`src/rtl/bfr_pkg.sv`:
```
// Types and constants of the bitmap font text renderer.
// Used by the front, queue, back and top-level modules; no dependencies.
package bfr_pkg;

  localparam int STORE_DEPTH = 8192;
  localparam int STORE_AW    = 13;
  localparam int ROW_STRIDE  = 32;
  localparam int ROW_BITS    = 5;
  localparam int QDEPTH      = 4;

  localparam logic [7:0] CODE_CR = 8'd13;
  localparam logic [7:0] CODE_LF = 8'd10;

  localparam logic [3:0]  RST_GLYPH_WIDTH  = 4'd8;
  localparam logic [5:0]  RST_GLYPH_HEIGHT = 6'd16;
  localparam logic [8:0]  RST_GLYPH_COUNT  = 9'd256;
  localparam logic [15:0] RST_PITCH_BYTES  = 16'd2560;
  localparam logic [31:0] RST_DRAW_COLOR   = 32'h00FF_FFFF;

  typedef enum logic [1:0] {
    FUNC_LOAD   = 2'd0,
    FUNC_DRAW   = 2'd1,
    FUNC_CURSOR = 2'd2
  } func_t;

  typedef enum logic [2:0] {
    REG_GLYPH_WIDTH  = 3'd0,
    REG_GLYPH_HEIGHT = 3'd1,
    REG_GLYPH_COUNT  = 3'd2,
    REG_PITCH_BYTES  = 3'd3,
    REG_DRAW_COLOR   = 3'd4
  } reg_idx_t;

  typedef enum logic [1:0] {
    OP_NOTE = 2'd0,
    OP_LOAD = 2'd1,
    OP_DRAW = 2'd2
  } op_t;

  typedef struct packed {
    logic [3:0]  glyph_width;
    logic [5:0]  glyph_height;
    logic [8:0]  glyph_count;
    logic [15:0] pitch_bytes;
    logic [31:0] draw_color;
  } cfg_t;

  typedef struct packed {
    op_t                 op;
    logic [STORE_AW-1:0] font_address;
    logic [7:0]          font_byte;
    logic [5:0]          rows;
    logic [7:0]          pmask;
    logic [31:0]         base;
    logic [15:0]         cursor_x;
    logic [15:0]         cursor_y;
  } cmd_t;

  function automatic logic [7:0] width_mask(input logic [3:0] w);
    logic [8:0] m;
    m = (9'd1 << w) - 9'd1;
    return m[7:0];
  endfunction

  function automatic logic [7:0] bit_reverse(input logic [7:0] b);
    logic [7:0] r;
    for (int i = 0; i < 8; i++) begin
      r[i] = b[7-i];
    end
    return r;
  endfunction

endpackage

```
`src/rtl/bfr_front.sv`:
```
// Front of the text renderer: accepts items, tracks the cursor, classifies
// each item into a command and computes the glyph base offset; uses bfr_pkg.
module bfr_front
  import bfr_pkg::*;
#(
  parameter int MAX_GLYPHS = 256,
  parameter int MAX_ROWS   = 32
) (
  input  logic        clk,
  input  logic        rst,
  input  cfg_t        cfg,
  input  logic        in_valid,
  output logic        in_stall,
  input  logic [1:0]  func,
  input  logic [12:0] font_address,
  input  logic [7:0]  font_byte,
  input  logic [7:0]  char_code,
  input  logic [15:0] new_x,
  input  logic [15:0] new_y,
  output logic        push_valid,
  input  logic        push_ready,
  output cmd_t        push_data
);

  localparam int         HCAP      = (MAX_ROWS < ROW_STRIDE) ? MAX_ROWS : ROW_STRIDE;
  localparam logic [5:0] HCAP6     = 6'(HCAP);
  localparam logic [8:0] GLYPH_CAP = 9'(MAX_GLYPHS);

  logic [15:0] cursor_x;
  logic [15:0] cursor_y;
  logic [15:0] cursor_x_next;
  logic [15:0] cursor_y_next;

  logic        s1_valid;
  cmd_t        s1_cmd;
  logic [15:0] s1_x_old;
  logic [15:0] s1_y_old;
  logic        s2_valid;
  cmd_t        s2_cmd;
  logic [31:0] s2_prod;
  logic [17:0] s2_x4;

  cmd_t        cmd_next;
  logic [3:0]  w;
  logic [5:0]  h;
  logic [7:0]  glyph;
  logic        accept;
  logic        s1_move;
  logic        s2_move;

  assign s2_move  = s2_valid && push_ready;
  assign s1_move  = s1_valid && (!s2_valid || s2_move);
  assign in_stall = s1_valid && !s1_move;
  assign accept   = in_valid && !in_stall;

  always_comb begin
    w = (cfg.glyph_width > 4'd8) ? 4'd8 : cfg.glyph_width;
    h = (cfg.glyph_height > HCAP6) ? HCAP6 : cfg.glyph_height;
    glyph = (({1'b0, char_code} < cfg.glyph_count) && ({1'b0, char_code} < GLYPH_CAP))
            ? char_code : 8'd0;
    cmd_next = '0;
    cmd_next.op = OP_NOTE;
    cursor_x_next = cursor_x;
    cursor_y_next = cursor_y;
    unique case (func_t'(func))
      FUNC_LOAD: begin
        cmd_next.op = OP_LOAD;
        cmd_next.font_address = font_address;
        cmd_next.font_byte = font_byte;
      end
      FUNC_CURSOR: begin
        cursor_x_next = new_x;
        cursor_y_next = new_y;
      end
      FUNC_DRAW: begin
        if (char_code == CODE_CR) begin
          cursor_x_next = '0;
        end else if (char_code == CODE_LF) begin
          cursor_x_next = '0;
          cursor_y_next = cursor_y + {10'd0, cfg.glyph_height};
        end else begin
          cursor_x_next = cursor_x + {12'd0, w} + 16'd1;
          if (h != 6'd0) begin
            cmd_next.op = OP_DRAW;
            cmd_next.font_address = {glyph, ROW_BITS'(0)};
            cmd_next.rows = h;
            cmd_next.pmask = width_mask(w);
          end
        end
      end
      default: begin
      end
    endcase
    cmd_next.cursor_x = cursor_x_next;
    cmd_next.cursor_y = cursor_y_next;
  end

  always_ff @(posedge clk) begin
    if (rst) begin
      cursor_x <= '0;
      cursor_y <= '0;
      s1_valid <= 1'b0;
      s2_valid <= 1'b0;
    end else begin
      if (accept) begin
        cursor_x <= cursor_x_next;
        cursor_y <= cursor_y_next;
        s1_valid <= 1'b1;
      end else if (s1_move) begin
        s1_valid <= 1'b0;
      end
      if (s1_move) begin
        s2_valid <= 1'b1;
      end else if (s2_move) begin
        s2_valid <= 1'b0;
      end
    end
  end

  always_ff @(posedge clk) begin
    if (accept) begin
      s1_cmd   <= cmd_next;
      s1_x_old <= cursor_x;
      s1_y_old <= cursor_y;
    end
    if (s1_move) begin
      s2_cmd  <= s1_cmd;
      s2_prod <= s1_y_old * cfg.pitch_bytes;
      s2_x4   <= {s1_x_old, 2'b00};
    end
  end

  always_comb begin
    push_data = s2_cmd;
    push_data.base = s2_prod + {14'd0, s2_x4};
  end

  assign push_valid = s2_valid;

endmodule

```
`config.mk`:
```
export PLATFORM = sky130hd
export DESIGN_NAME = bfr_front
export DESIGN_NICKNAME = d
export VERILOG_FILES = /design/src/rtl/bfr_pkg.sv /design/src/rtl/bfr_front.sv
export SDC_FILE = /design/constraint.sdc
export NUM_CORES = 1
export LEC_CHECK = 0
export ABC_AREA = 1
export BUFFER_PORTS_ARGS = -buffer_cell sky130_fd_sc_hd__buf_2
export CAP_MARGIN = 5
export CORE_MARGIN = 1.5
export CORE_UTILIZATION = 45
export DETAILED_ROUTE_END_ITERATION = 8
export PLACE_DENSITY_LB_ADDON = 0.08
export SETUP_SLACK_MARGIN = 0.4
export SYNTH_ARGS = -nofsm -noshare
export SYNTH_HDL_FRONTEND = slang
export SYNTH_SLANG_ARGS = --single-unit
```
`constraint.sdc`:
```
create_clock -name clk -period 6.8 [get_ports clk]
set_input_delay 0.68 -clock clk [delete_from_list [all_inputs] [get_ports clk]]
set_output_delay 0.68 -clock clk [all_outputs]
set_load 0.02 [all_outputs]
```
# After elaboration in Yosys (flattened, before gate mapping)
# Index checks and enable logic that the tools add are counted.
# W data, S select, Z words.
[totals]
output_inout_bits = 103
inputBits = 134
reg_bits = 252
[op_classes]
shift = 1
muxes = 17
magnitude_cmp = 3
n_mul = 1
add_sub_neg = 5
eq_ne = 4
bitwise = 2
reduce_logical = 13
[op_table]
columns = ["op", "count"]
rows = [
  ["$mux W16", 4],
  ["$pmux W16 S2", 2],
  ["$mux W15", 3],
  ["$add A32 B18 Y32", 1],
  ["$mul A16 B16 Y32", 1],
  ["$pmux W15 S2", 1],
  ["$add A16 B1 Y16 const B", 1],
  ["$add A16 B4 Y16", 1],
  ["$add A16 B6 Y16", 1],
  ["$eq A8 B4 Y1 const B", 2],
  ["$lt A8 B9 Y1", 1],
  ["$mux W8", 1],
  ["$shl A1 B4 Y8 const A", 1],
  ["$sub A8 B1 Y8 const B", 1],
  ["$gt A6 B6 Y1 const B", 1],
  ["$mux W6", 1],
  ["$reduce_bool A6 Y1", 1],
  ["$gt A4 B4 Y1 const B", 1],
  ["$logic_and A1 B1 Y1", 4],
  ["$mux W1", 4],
  ["$mux W4", 1],
  ["$reduce_bool A2 Y1", 2],
  ["$reduce_or A4 Y1", 1],
  ["$logic_not A1 Y1", 3],
  ["other kinds (5)", 6],
]

# Depth between registers and ports, before layout
[logic_depth]
word_depth = 8
depth_mapped = 29
depth_no_buf = 27

# Worst setup path before layout
# Ideal clock, no wire load.
[synth_path]
kind = "in2reg"
start = "input push_ready"
end = "register s2_cmd (netlist bit push_data[0]), enable pin"
arrival_ns = 6.327
stages = 2
path_buffers = 0
setup_slack_ns = -0.159
setup_ns = 0.632
path_cell_list = "inv_1 -> a21oi_1"
[synth_via]
elab_chain_cells = 3
[synth_lines]
columns = ["item", "line", "text"]
rows = [
  ["start: declaration", "bfr_front.sv:21", "input logic push_ready,"],
  ["$logic_and A1 B1 Y1", "bfr_front.sv:51", "assign s2_move = s2_valid && push_ready;"],
  ["$logic_or A1 B1 Y1", "bfr_front.sv:52", "assign s1_move = s1_valid && (!s2_valid || s2_move);"],
  ["$logic_and A1 B1 Y1", "bfr_front.sv:52", ""],
  ["named net s1_move", "bfr_front.sv:48", "logic s1_move;"],
  ["end signal: assignment", "bfr_front.sv:127", "s2_cmd <= s1_cmd;"],
  ["end: declaration", "bfr_front.sv:39", "cmd_t s2_cmd;"],
]
# The timed path passes the listed nets, and every way through them passes these cells.
# A chain may end at the register's enable or synchronous reset.

# Final worst setup path
[layout_path]
start = "register s1_y_old[4]"
end = "register s2_prod[30] (data pin)"
[layout_via]
elab_chain_cells = 1
[layout_lines]
columns = ["item", "line", "text"]
rows = [
  ["start: declaration", "bfr_front.sv:37", "logic [15:0] s1_y_old;"],
  ["start signal: assignment", "bfr_front.sv:124", "s1_y_old <= cursor_y;"],
  ["$mul A16 B16 Y32", "bfr_front.sv:128", "s2_prod <= s1_y_old * cfg.pitch_bytes;"],
  ["end signal: assignment", "bfr_front.sv:128", ""],
  ["end: declaration", "bfr_front.sv:40", "logic [31:0] s2_prod;"],
]
# Every way passes these cells.

==> impl_metrics.json <==
{
  "drive_above_1_share_pct": 11.4,
  "synth-adder-area-share_pct": 27.9,
  "drv_slew": 0,
  "cts_resized": 0,
  "crit_fanout": 13,
  "worstSetupStartpoint": "s1_y_old[4]",
  "syn_avg_cell_area_um2": 8.81,
  "syn_nets": 2793,
  "slew_headroom_pct": 25.4,
  "cts_buffers": 28,
  "ant_nets": 0,
  "rows": 77,
  "routabilityCongestion": 0.899,
  "crit_required_ps": 7110,
  "synth_area_leader_cell": "edfxtp_1",
  "total_power_w": 0.0101,
  "fin_util_pct": 51.6,
  "synth_top_family_by_area": "adder cells",
  "min_from": "rst",
  "clk_pin_slew_ps": 60,
  "yosys.area_share.simple_pct": 15.9,
  "rsz0062_at_grt": "false",
  "area_delta_synth_final_pct": 12.3,
  "power.density_mw_per_mm2": 442,
  "start_kind": "flip-flop",
  "synth_area_leaders": "edfxtp_1 32%, fa_1 19%, nand2_1 9.8%, inv_1 9.7%, ha_1 8.6%",
  "die_y_um": 216,
  "drt-pass1-iter-count": 5,
  "grt_usage_pct": 22.1,
  "cap_violations": 0,
  "timing.fmax_mhz": 166,
  "drt-initial-drc-count": 862,
  "start_util_pct": 45.9,
  "dp_hpwl_um": 40800,
  "synthDistinctLibCells": 44,
  "r2r-start": "s1_y_old[4]",
  "leakage_nw": 11.8,
  "ys_seq_area_share_pct": 35.3,
  "period_share_pct": 88.6,
  "critPathKind": "reg2reg",
  "syn_inst": 2321,
  "wl_um": 51200,
  "synth_flop_cell": "edfxtp_1",
  "ios": 237,
  "grt_antenna_before_repair": 5,
  "fin_nets": 2956,
  "synth_mux_area_share_pct": 0,
  "fin_setup_tns_ps": 0,
  "ys_warn_count": 0,
  "die-area_mm2": 0.0467,
  "clock_latency_ps": 570,
  "wl_per_cell_um": 16.5,
  "portBuffers": 204,
  "period_minus_slack_ps": 6030,
  "hold_buffers": 0,
  "netlist_area_mm2": 0.0204,
  "cts_tree": "done",
  "arrival_ps": 6340,
  "crit_path_end_kind": "flip-flop",
  "cts.sinks": 252,
  "die_width_um": 216,
  "synth-compound-area-share_pct": 6.78,
  "setup_viol": 0,
  "num_vias": 15500,
  "worstMarginPinSlew_ps": 1120,
  "ys_ff_latch": 252,
  "drc": 0,
  "hold_viol_final": 0,
  "vias_per_cell": 4.99,
  "finClkSkew_ps": 32.7,
  "grt_pass1_vias": 15800,
  "synth-xor-area-share_pct": 2.40,
  "cts_root_buf": "clkbuf_16",
  "async_reset_ff_share_pct": 0,
  "grt-ovfl-total": 0,
  "status": "complete, no violations",
  "min_path_type": "in2reg",
  "synth_top_area_share_pct": 32.0,
  "synth-edff-count": 218,
  "grt_pass1_wl_um": 82000,
  "clock_path_buffers": 3,
  "cts-htree-levels": 1,
  "core_area_mm2": 0.0445,
  "vdd_drop_max_uv": 497,
  "grt_max_degree": 102
}
[critical path: stages (launching register included)]
cell	delay, ps
edfxtp_1	980
nand2_1	170
fa_1	550
inv_1	50
fa_1	390
inv_1	90
fa_1	390
inv_1	70
fa_1	460
fa_1	550
inv_1	50
fa_1	520
inv_1	40
ha_1	360
nand2_1	160
inv_1	60
a21oi_1	260
nand2_1	90
nand2_1	60
nand3_1	130
nand2_1	90
inv_1	50
o21ai_0	130
nand2_1	70
[path summary, 6_finish.rpt]
| path | slack, ps | cells past startpoint | to |
|---|---|---|---|
| worst max-delay path | 770 | 23 | s2_prod[30] |
| worst min register to register | 420 | 0 | push_data[86] |
| worst max register to register | 770 | 23 | s2_prod[30] |
| worst min-delay path | 290 | 2 | s1_valid |
[where the power goes]
group / switching (W) / internal (W)
registers: 0.000152 / 0.00213
logic: 0.00409 / 0.00225
clock network: 0.000614 / 0.000900
[state kept, by name (all words and copies together), names as in the netlist]
| signal | count |
|---|---|
| s1_y_old | 16 |
| s1_cmd | 69 |
| s1_valid | 1 |
| s2_prod | 32 |
| push_data | 69 |
| push_valid | 1 |
| s2_x4 | 16 |
| s1_x_old | 16 |
| cursor_y | 16 |
| cursor_x | 16 |
[cells by family after synthesis]
logic type / count (synthesis)
adder cells (fa/ha/maj): 338
AO/OA/AOI/OAI: 262
AND/OR/NAND/NOR: 790
buffers and inverters: 623
XOR/XNOR: 56
flip-flops: 252
[cells in the final DEF (no fill, tap or decap), types with 3 or more instances in the layout]
cell type / count
a21o_1: 6
a21oi_1: 129
buf_2: 204
buf_4: 21
bufinv_16: 3
clkbuf_1: 7
clkbuf_16: 28
clkinv_1: 5
clkinv_2: 3
dfxtp_1: 34
diode_2: 3
edfxtp_1: 218
fa_1: 197
ha_1: 141
inv_1: 525
inv_2: 3
nand2_1: 533
nand3_1: 99
nand3b_1: 6
nand4_1: 21
nor2_1: 95
nor2_2: 3
nor3_1: 19
nor4_1: 5
o21ai_0: 96
o21ai_1: 10
o21bai_1: 5
xnor2_1: 14
xor2_1: 42
[through the flow]
stage / instances / setup WS, ps / hold slack (ps) / area, µm²
3_3_place_gp: 3043 / 648 / 401 / 22000
2_1_floorplan: 2321 / 840 / 400 / 20500
6_report: 3101 / 772 / 291 / 23000
4_1_cts: 3095 / 798 / 265 / 22900
3_5_place_dp: 3043 / 633 / 405 / 22000
5_1_grt: 3098 / 429 / 285 / 23000
[per-layer routing]
| layer | GRT usage, % | part of all wire, % | wire [µm] |
|---|---|---|---|
| met2 | 38.2 | 49 | 25200 |
| met1 | 29.2 | 44 | 22500 |
| met4 | 4.47 | 1.7 | 869 |
| met3 | 3.62 | 5.0 | 2580 |
| met5 | 0 | 0.072 | 37 |
[timing repair]
action | 4_1_cts | 5_1_grt
buffers inserted | 0 | 3
setup endpoints to repair | 0 | 1
endpoints found under the hold margin | 0 | 0
[cell type report]
type	count	area, µm²
diodes	3	7.51
clock buffers	37	754
clock inverters	15	181
fillers	4326	21500
inverters	530	2000
multi-input cells	1446	10900
flip-flops and latches	252	7230
well taps	592	741
repair buffers	226	1200
[synthesized netlist by cell type, types with 2 or more instances]
master and instances:
nor3_1 19, nor2_2 3, clkbuf_1 85, o211ai_1 2
nand2_1 533, o21bai_1 5, o21ai_1 10, nand3b_1 6
or2_2 2, edfxtp_1 218, a31oi_1 2, fa_1 197
nand4_1 21, nor2_1 95, inv_2 3, buf_2 2
a21o_1 6, dfxtp_1 34, buf_4 3, nor3_2 2
o21ai_0 96, xor2_1 42, nand3_1 99, a21oi_1 130
inv_1 526, o31ai_1 2, ha_1 141, xnor2_1 14
nor4_1 5, buf_6 3, o21a_1 2
No activity file was read; power rests on OpenSTA's default activity.
