==> config.mk <==
export PLATFORM = sky130hd
export DESIGN_NAME = bfr_queue
export DESIGN_NICKNAME = d
export VERILOG_FILES = /design/src/rtl/bfr_pkg.sv /design/src/rtl/bfr_queue.sv
export SDC_FILE = /design/constraint.sdc
export NUM_CORES = 1
export LEC_CHECK = 0
export ABC_AREA = 1
export BUFFER_PORTS_ARGS = -buffer_cell sky130_fd_sc_hd__buf_2
export CAP_MARGIN = 10
export CORE_ASPECT_RATIO = 1.1
export CORE_UTILIZATION = 30
export CTS_BUF_LIST = sky130_fd_sc_hd__clkbuf_16
export CTS_CLUSTER_SIZE = 24
export DETAILED_ROUTE_END_ITERATION = 8
export PLACE_DENSITY = 0.5
export SLEW_MARGIN = 20
export SYNTH_ARGS = -nofsm -noshare
export SYNTH_HDL_FRONTEND = slang
export SYNTH_SLANG_ARGS = --single-unit
==> constraint.sdc <==
create_clock -name clk -period 15.61 [get_ports clk]
set_clock_uncertainty 0.1 [all_clocks]
set_input_delay 2.3415 -clock clk [delete_from_list [all_inputs] [get_ports clk]]
set_output_delay 2.3415 -clock clk [all_outputs]
set_load 0.01 [all_outputs]
==> src/rtl/bfr_pkg.sv <==
// Types and constants of the bitmap font text renderer.
// Used by the front, queue, back and top-level modules; no dependencies.
package bfr_pkg;

  localparam int STORE_DEPTH = 8192;
  localparam int STORE_AW    = 13;
  localparam int ROW_STRIDE  = 32;
  localparam int ROW_BITS    = 5;
  localparam int QDEPTH      = 4;

  localparam logic [7:0] CODE_CR = 8'd13;
  localparam logic [7:0] CODE_LF = 8'd10;

  localparam logic [3:0]  RST_GLYPH_WIDTH  = 4'd8;
  localparam logic [5:0]  RST_GLYPH_HEIGHT = 6'd16;
  localparam logic [8:0]  RST_GLYPH_COUNT  = 9'd256;
  localparam logic [15:0] RST_PITCH_BYTES  = 16'd2560;
  localparam logic [31:0] RST_DRAW_COLOR   = 32'h00FF_FFFF;

  typedef enum logic [1:0] {
    FUNC_LOAD   = 2'd0,
    FUNC_DRAW   = 2'd1,
    FUNC_CURSOR = 2'd2
  } func_t;

  typedef enum logic [2:0] {
    REG_GLYPH_WIDTH  = 3'd0,
    REG_GLYPH_HEIGHT = 3'd1,
    REG_GLYPH_COUNT  = 3'd2,
    REG_PITCH_BYTES  = 3'd3,
    REG_DRAW_COLOR   = 3'd4
  } reg_idx_t;

  typedef enum logic [1:0] {
    OP_NOTE = 2'd0,
    OP_LOAD = 2'd1,
    OP_DRAW = 2'd2
  } op_t;

  typedef struct packed {
    logic [3:0]  glyph_width;
    logic [5:0]  glyph_height;
    logic [8:0]  glyph_count;
    logic [15:0] pitch_bytes;
    logic [31:0] draw_color;
  } cfg_t;

  typedef struct packed {
    op_t                 op;
    logic [STORE_AW-1:0] font_address;
    logic [7:0]          font_byte;
    logic [5:0]          rows;
    logic [7:0]          pmask;
    logic [31:0]         base;
    logic [15:0]         cursor_x;
    logic [15:0]         cursor_y;
  } cmd_t;

  function automatic logic [7:0] width_mask(input logic [3:0] w);
    logic [8:0] m;
    m = (9'd1 << w) - 9'd1;
    return m[7:0];
  endfunction

  function automatic logic [7:0] bit_reverse(input logic [7:0] b);
    logic [7:0] r;
    for (int i = 0; i < 8; i++) begin
      r[i] = b[7-i];
    end
    return r;
  endfunction

endpackage

==> src/rtl/bfr_queue.sv <==
// Command queue between the front and back of the text renderer.
// Small register FIFO of cmd_t entries; depends on bfr_pkg.
module bfr_queue
  import bfr_pkg::*;
(
  input  logic clk,
  input  logic rst,
  input  logic push_valid,
  output logic push_ready,
  input  cmd_t push_data,
  output logic pop_valid,
  input  logic pop_ready,
  output cmd_t pop_data
);

  localparam int QAW = $clog2(QDEPTH);

  cmd_t             entries [QDEPTH];
  logic [QAW-1:0]   wr_ptr;
  logic [QAW-1:0]   rd_ptr;
  logic [QAW:0]     count;
  logic             do_push;
  logic             do_pop;

  assign push_ready = (count != (QAW+1)'(QDEPTH));
  assign pop_valid  = (count != '0);
  assign pop_data   = entries[rd_ptr];
  assign do_push    = push_valid && push_ready;
  assign do_pop     = pop_valid && pop_ready;

  always_ff @(posedge clk) begin
    if (do_push) begin
      entries[wr_ptr] <= push_data;
    end
  end

  always_ff @(posedge clk) begin
    if (rst) begin
      wr_ptr <= '0;
      rd_ptr <= '0;
      count  <= '0;
    end else begin
      if (do_push) begin
        wr_ptr <= wr_ptr + QAW'(1);
      end
      if (do_pop) begin
        rd_ptr <= rd_ptr + QAW'(1);
      end
      unique case ({do_push, do_pop})
        2'b10:   count <= count + (QAW+1)'(1);
        2'b01:   count <= count - (QAW+1)'(1);
        default: count <= count;
      endcase
    end
  end

endmodule

After elaboration in Yosys (flattened, before gate mapping)
Memory sizes are Yosys's and may differ from the RTL's. A register that Yosys moved wholly into a read port is not among the register bits.
Cells that the tools add are included.

word-level totals
  register bits after elaboration = 7
  memory bits (writable) = 404
  input bits = 105
  output and inout port bits = 103
  word-level logic and storage cells = 20
  memories kept = 1

cells by class
  $add $sub $neg = 4
  eq/ne operators = 3
  muxes and demuxes = 5
  reduce and logical (&&, ||, !) cells = 4

memories
  memory   depth  bits a word  read ports  clocked after memory_dff  wr ports  line             source
  entries  4      101          1           1                         1         bfr_queue.sv:18  cmd_t entries [QDEPTH];

operators with widths
  cell                   count
  $pmux W3 S2            1
  $add A2 B1 Y2 const B  2
  $mux W2                2
  $add A3 B1 Y3 const B  1
  $ne A3 B3 Y1 const B   1
  $reduce_bool A3 Y1     1
  $sub A3 B1 Y3 const B  1
  $eq A2 B1 Y1 const B   1
  $eq A2 B2 Y1 const B   1
  $logic_and A1 B1 Y1    2
  $mux W1                2
  $reduce_bool A2 Y1     1

Longest topological paths before layout
Gate-level depths: netlist (run 1).

  depth in word-level cells = 4
  mapped depth = 13
  mapped depth without buffers = 13

Least setup slack after synthesis (run 1)
OpenSTA, ideal clock, no wires.

  kind = input port to flip-flop
  start = input push_valid
  end = memory entries[0][0] (netlist name) (enable)
  library setup time = 562 ps
  arrival time = 6648 ps
  data required time = 14948 ps
  path slack = 8300 ps
  cell stages on the path = 2
  buffers on the path = 0
  cell sequence = nand2_2 > nor2_1

between the ends
  longest elaborated chain between the ends = 3

ends and longest elaborated chain
  what                           line             source
  start: declaration             bfr_queue.sv:8   input logic push_valid,
  $logic_and A1 B1 Y1            bfr_queue.sv:28  assign do_push = push_valid && push_ready;
  $mux W1                        bfr_queue.sv:32  if (do_push) begin
  $mux W1 (not written as such)  bfr_queue.sv:33  entries[wr_ptr] <= push_data;
  end: declaration               bfr_queue.sv:18

Every way passes these cells.

==> flow_metrics.py, run 1 <==
metrics = {
    "die": {
        "dieWidth_microns": 224,
        "die_area_sq_mm": 0.0551,
        "pin_count": 208,
        "die_y_microns": 246,
        "coreArea_sq_mm": 0.0536,
        "row_count": 89,
        "start_util_pct": 30.3,
    },
    "power": {
        "powerDensity_mw_per_mm2": 162,
        "ir_worst_vdd_mv": 0.0896,
        "power_leakage_uw": 0.00658,
    },
    "finish": {
        "nFillCells": 5153,
        "drive_above_1_share_pct": 35.0,
        "area.growth.synth_to_final_pct": 18.5,
        "multi_input_area_sq_mm": 0.00337,
        "seqCellArea_sq_mm": 0.0123,
        "instances_no_fill": 2011,
        "nets": 1358,
    },
    "sta": {
        "maxClockFrequency_mhz": 176,
        "slew-limit-headroom_pct": 29.2,
        "timing.final.crit_share_pct": 36.3,
        "hold_viol": 0,
        "rsz0062_at_grt": "no",
        "drv_slew": 0,
        "worstMarginPinSlew_ps": 1060,
        "setup_violations": 0,
        "setup_tns_ps": 0,
        "period_minus_slack_ps": 5670,
    },
    "cts": {
        "path_clk_slew_ps": 50,
        "cts_buffers": 45,
        "post_cts.repair.setup_buffers": 0,
        "post_cts_resized": 0,
        "clkLatencyLatePin_ps": 560,
        "htree_levels": 2,
        "cts.sinks": 413,
        "cts_tree": "yes",
        "cts_root_buffer": "clkbuf_16",
        "ctsLongestPathBuffers": 3,
        "hold_buffers": 0,
    },
    "placement": {
        "gp_congestion": 0.705,
        "place_hpwl_microns": 20300,
        "dp_cells": 1928,
        "port_buffers": 207,
    },
    "setup_path": {
        "crit_chain": "clkinv_2, buf_4, o21ai_1, o22ai_2, buf_2",
        "startpoint_type": "register",
        "critPathRequiredTime_ps": 13170,
        "cp.arrival_ps": 3230,
        "crit_type": "reg2out",
        "slowest_stage": "clkinv_2",
        "cp_max_fo": 57,
        "slowest_delay_ps": 770,
        "worstSetupEndpointType": "output port",
    },
    "logic_synthesis": {
        "synth_area_leader_cell": "edfxtp_1",
        "syn_nets": 1156,
        "ys_seq_elements": 413,
        "synthesis.area_sq_mm": 0.0162,
        "seq_area_frac_synth_pct": 75.8,
        "avgSynthCellArea_sq_um": 15.5,
        "yosys.area.top_type_share_pct": 74.7,
        "netlist_instances": 1045,
        "yosysUniqueCellTypes": 21,
        "ys_warn_count": 0,
        "yosys-top-cells-area": "edfxtp_1 (75%), o22ai_2 (6.2%), o21ai_0 (3.8%)",
    },
    "job": {
        "maxCapViolCount": 0,
    },
    "global_route": {
        "grt_use_total_pct": 13.7,
        "grt_pass1_vias": 9264,
        "overflow": 0,
        "antenna_found_initial": 7,
        "grt_max_degree": 128,
        "grt_pass1_wl_microns": 57100,
    },
    "routing": {
        "antenna_left": 0,
        "routed_via_density": 4.58,
        "drt_iter0_markers": 407,
        "wl_per_cell_microns": 18.8,
        "drt-total-wl_microns": 37700,
        "post-route-drc-count": 0,
        "drt_pass1_iterations": 6,
        "vias": 9204,
    },
    "status": {
        "outcome": "completed",
    },
    "hold_path": {
        "hp-class": "reg2reg",
    },
}
## metal layers
| layer | wire, microns | vias to the layer above | track usage, % |
|---|---|---|---|
| met5 | 53 | - | 0 |
| met4 | 819 | 10 | 4.03 |
| met3 | 2170 | 64 | 4.03 |
| met2 | 18100 | 182 | 22.5 |
| met1 | 16600 | 4603 | 17.5 |
| li1 | - | 4345 | - |
## registers in the layout, summed over array words and instances (netlist names), named ones only
register / count
count: 3
entries: 404
rd_ptr: 2
wr_ptr: 2
## Yosys cell counts (all sizes together)
library cell	n
edfxtp	404
nor2	212
o21ai	204
o22ai	101
buf	54
inv	18
nand2	15
clkbuf	12
dfxtp	9
a21oi	5
ha	5
nand3	5
fa	1
## path summary, 6_finish.rpt
path              from        endpoint  slack, ps  cells past startpoint
max           register    pop_data[47]       9940                      5
min          wr_ptr[1]       wr_ptr[1]        400                      2
max reg2reg   count[1]  entries[1][61]      12670                      6
min reg2reg  wr_ptr[1]       wr_ptr[1]        400                      2
## cells in the final DEF, fill, tap and decap left out, types with 6 or more instances in the layout
master and count:
o21ai_0 122, clkinv_2 6, inv_1 29, o21ai_1 82
buf_4 14, o22ai_1 21, clkinv_1 10, nor2_2 80
dfxtp_1 7, edfxtp_1 404, nand2_1 14, buf_2 207
o22ai_2 80, clkbuf_16 47, nor2_1 128
## cell families after synthesis
| kind of cell | Yosys count | share of synthesized area [%] |
|---|---|---|
| compound gates | 310 | 13.4 |
| fa+ha+maj | 6 | 0.508 |
| simple gates | 232 | 6.65 |
| buf+inv | 84 | 3.66 |
| flops | 413 | 75.8 |
## critical path: cells and delay by family (launching register included)
kind,cells,cell delay [ps]
flops,1,690
buf+inv,3,1570
compound gates,2,320
## cell type report
| cell class | instances | area share [%] |
|---|---|---|
| Multi-Input combinational cell | 548 | 17.5 |
| Antenna cell | 1 | 0.0130 |
| Inverter | 18 | 0.383 |
| Tap cell | 728 | 4.73 |
| Clock buffer | 47 | 6.11 |
| Timing Repair Buffer | 221 | 5.93 |
| Sequential cell | 413 | 64.0 |
| Clock inverter | 35 | 1.33 |
## per-stage QoR
| step | instance area [sq um] | worst slack, ps | utilization [%] | hold WS, ps | total power, uW |
|---|---|---|---|---|---|
| 2_1_floorplan | 16200 | 8300 | - | 359 | 1900 |
| 3_3_place_gp | 17800 | 10450 | 33.3 | 398 | 2130 |
| 3_5_place_dp | 17800 | 10380 | 33.3 | 400 | 2140 |
| 4_1_cts | 19200 | 9800 | 35.9 | 409 | 3180 |
| 5_1_grt | 19300 | 9630 | 35.9 | 427 | 3280 |
| 6_report | 19300 | 9940 | 35.9 | 404 | 3120 |
## report_power, final
group          switching, uW  total [uW]  internal [uW]
registers               31.4        1350           1320
clock network            427        1030            608
logic                    486         738            252
(Power assumes the default switching activity.)
==> run 2: changes to the inputs <==
--- a/config.mk
+++ b/config.mk
@@ -13,7 +13,7 @@
 export CTS_BUF_LIST = sky130_fd_sc_hd__clkbuf_16
 export CTS_CLUSTER_SIZE = 24
 export DETAILED_ROUTE_END_ITERATION = 8
-export PLACE_DENSITY = 0.5
+export PLACE_DENSITY = 0.52
 export SLEW_MARGIN = 20
 export SYNTH_ARGS = -nofsm -noshare
 export SYNTH_HDL_FRONTEND = slang
==> constraint.sdc (replaced) <==
create_clock -name clk -period 4.7 [get_ports clk]
set_clock_uncertainty 0.1 [all_clocks]
set_input_delay 0.705 -clock clk [delete_from_list [all_inputs] [get_ports clk]]
set_output_delay 0.705 -clock clk [all_outputs]
set_load 0.01 [all_outputs]
==> run 2 against run 1 <==
Wire length shrank 4.2%. Global-route usage down 0.70 points. Non-clock buffer count increased by 4. Flip-flop and latch count stayed put. Utilization about the same. First-iteration DRC count grew 21%. Worst setup slack worse by 8900 ps. Count of clock-buffer cells in the layout down 2. Sequential power grew to 3.3 times the previous value. Die area did not move.
==> flow_metrics.py, run 2 (same netlist as run 1, synthesis figures left out) <==
metrics = {
    "setup_path": {
        "crit_type": "reg2out",
        "cp.arrival_ps": 2850,
        "critPathRequiredTime_ps": 3890,
        "rr_worst_depth": 5,
        "worstSetupEndpointType": "output port",
        "cp_max_fo": 50,
        "startpoint_type": "register",
    },
    "sta": {
        "hold_viol": 0,
        "setup_violations": 0,
        "setup_ws_ps": 1040,
        "slew-limit-headroom_pct": 32.6,
        "rsz0062_at_grt": "no",
        "drv_slew": 0,
        "timing.final.crit_share_pct": 77.9,
        "worstMarginPinSlew_ps": 1010,
        "maxClockFrequency_mhz": 273,
        "period_minus_slack_ps": 3660,
    },
    "power": {
        "power_leakage_uw": 0.00656,
        "powerDensity_mw_per_mm2": 530,
        "power_uw": 10200,
        "ir_worst_vdd_mv": 0.324,
    },
    "finish": {
        "multi_input_area_sq_mm": 0.00337,
        "area.growth.synth_to_final_pct": 18.4,
        "final_common_cell": "edfxtp_1",
        "nFillCells": 5119,
        "regMostFlops": "entries",
        "final_cell_mix": "edfxtp_1 (404), buf_2 (207), nor2_1 (128)",
        "seqCellArea_sq_mm": 0.0123,
        "drive_above_1_share_pct": 35.2,
        "nets": 1361,
        "reg_top3": "entries: 404 flops, count: 3 flops",
        "antenna_cells": 0,
        "stdcell_area_sq_mm": 0.0192,
        "largest_reg_flops": 404,
    },
    "routing": {
        "post-route-drc-count": 0,
        "drt-total-wl_microns": 36100,
        "wl_per_cell_microns": 18.0,
        "drt_iter0_markers": 494,
        "drt_pass1_iterations": 4,
        "antenna_left": 0,
        "routed_via_density": 4.59,
        "vias": 9233,
    },
    "placement": {
        "dpl_cell_area_sq_mm": 0.0179,
        "place_hpwl_microns": 20100,
        "post-place-ws_ps": 1560,
        "port_buffers": 207,
        "gp_congestion": 0.710,
    },
    "cts": {
        "post_cts_resized": 0,
        "path_clk_slew_ps": 60,
        "cts_buffers": 44,
        "hold_buffers": 0,
        "cts_tree": "yes",
        "clkLatencyLatePin_ps": 550,
        "htree_levels": 2,
        "post_cts.repair.setup_buffers": 0,
        "ctsLongestPathBuffers": 3,
        "cts.sinks": 413,
        "cts_root_buffer": "clkbuf_16",
    },
    "die": {
        "die_area_sq_mm": 0.0551,
        "pin_count": 208,
        "dieWidth_microns": 224,
        "start_util_pct": 30.3,
        "die_y_microns": 246,
        "coreArea_sq_mm": 0.0536,
        "row_count": 89,
    },
    "global_route": {
        "antenna_found_initial": 5,
        "grt_pass1_vias": 9254,
        "overflow": 0,
        "grt_max_degree": 108,
        "grt_pass1_wl_microns": 54700,
        "grt_use_total_pct": 13.0,
    },
    "hold_path": {
        "min_path_cells": 1,
        "hp-class": "in2reg",
    },
    "job": {
        "maxCapViolCount": 0,
    },
    "status": {
        "outcome": "completed",
    },
}
## run 2: cell types whose count changed in the layout (fill, tap and decap cells not counted), moves of 2 or more
cell       change
buf_12         +2
inv_6          -2
clkbuf_16      -2
buf_4          +2
clkinv_4       +2
inv_1          -3
## run 2: worst max-delay path, stage by stage, from the launching register on
cell	delay [ps]
dfxtp_4	680
clkinv_2	570
buf_4	500
o21ai_1	220
o22ai_2	90
buf_2	140
## run 2: cell type report
cell class / count / area share, %
timing repair buffer: 225 / 6.22
clock buffer: 45 / 5.86
sequential: 413 / 64.1
inverter: 18 / 0.384
tap: 728 / 4.74
multi-input combinational: 548 / 17.5
clock inverter: 34 / 1.20
## run 2: final timing paths
check	slack, ps	start	to
hold reg to reg	400	rd_ptr[1]	register
setup / recovery	1040	register	pop_data[50]
setup reg to reg	2510	count[1]	entries[0][64]
hold / removal	270	push_data[85]	entries[3][85]
## run 2: stage by stage
step	util, %	setup TNS (ps)	instances	hold slack [ps]
after global placement	33.4	0	1932	379
final	35.9	0	2011	266
after CTS	35.9	0	2011	216
after global routing	35.9	0	2011	226
after floorplan	-	-393120	1045	359
after detailed placement	33.4	0	1932	395
## run 2: layer usage
layer / GRT usage [%] / wire length [microns]
met5: 0 / 45
met4: 3.73 / 710
met3: 3.85 / 1990
met2: 21.3 / 17300
met1: 16.6 / 16100
## run 2: where the power goes
group	switching (uW)	internal, uW
combinational	1560	856
sequential	134	4380
clock	1370	1890
total	3060	7130
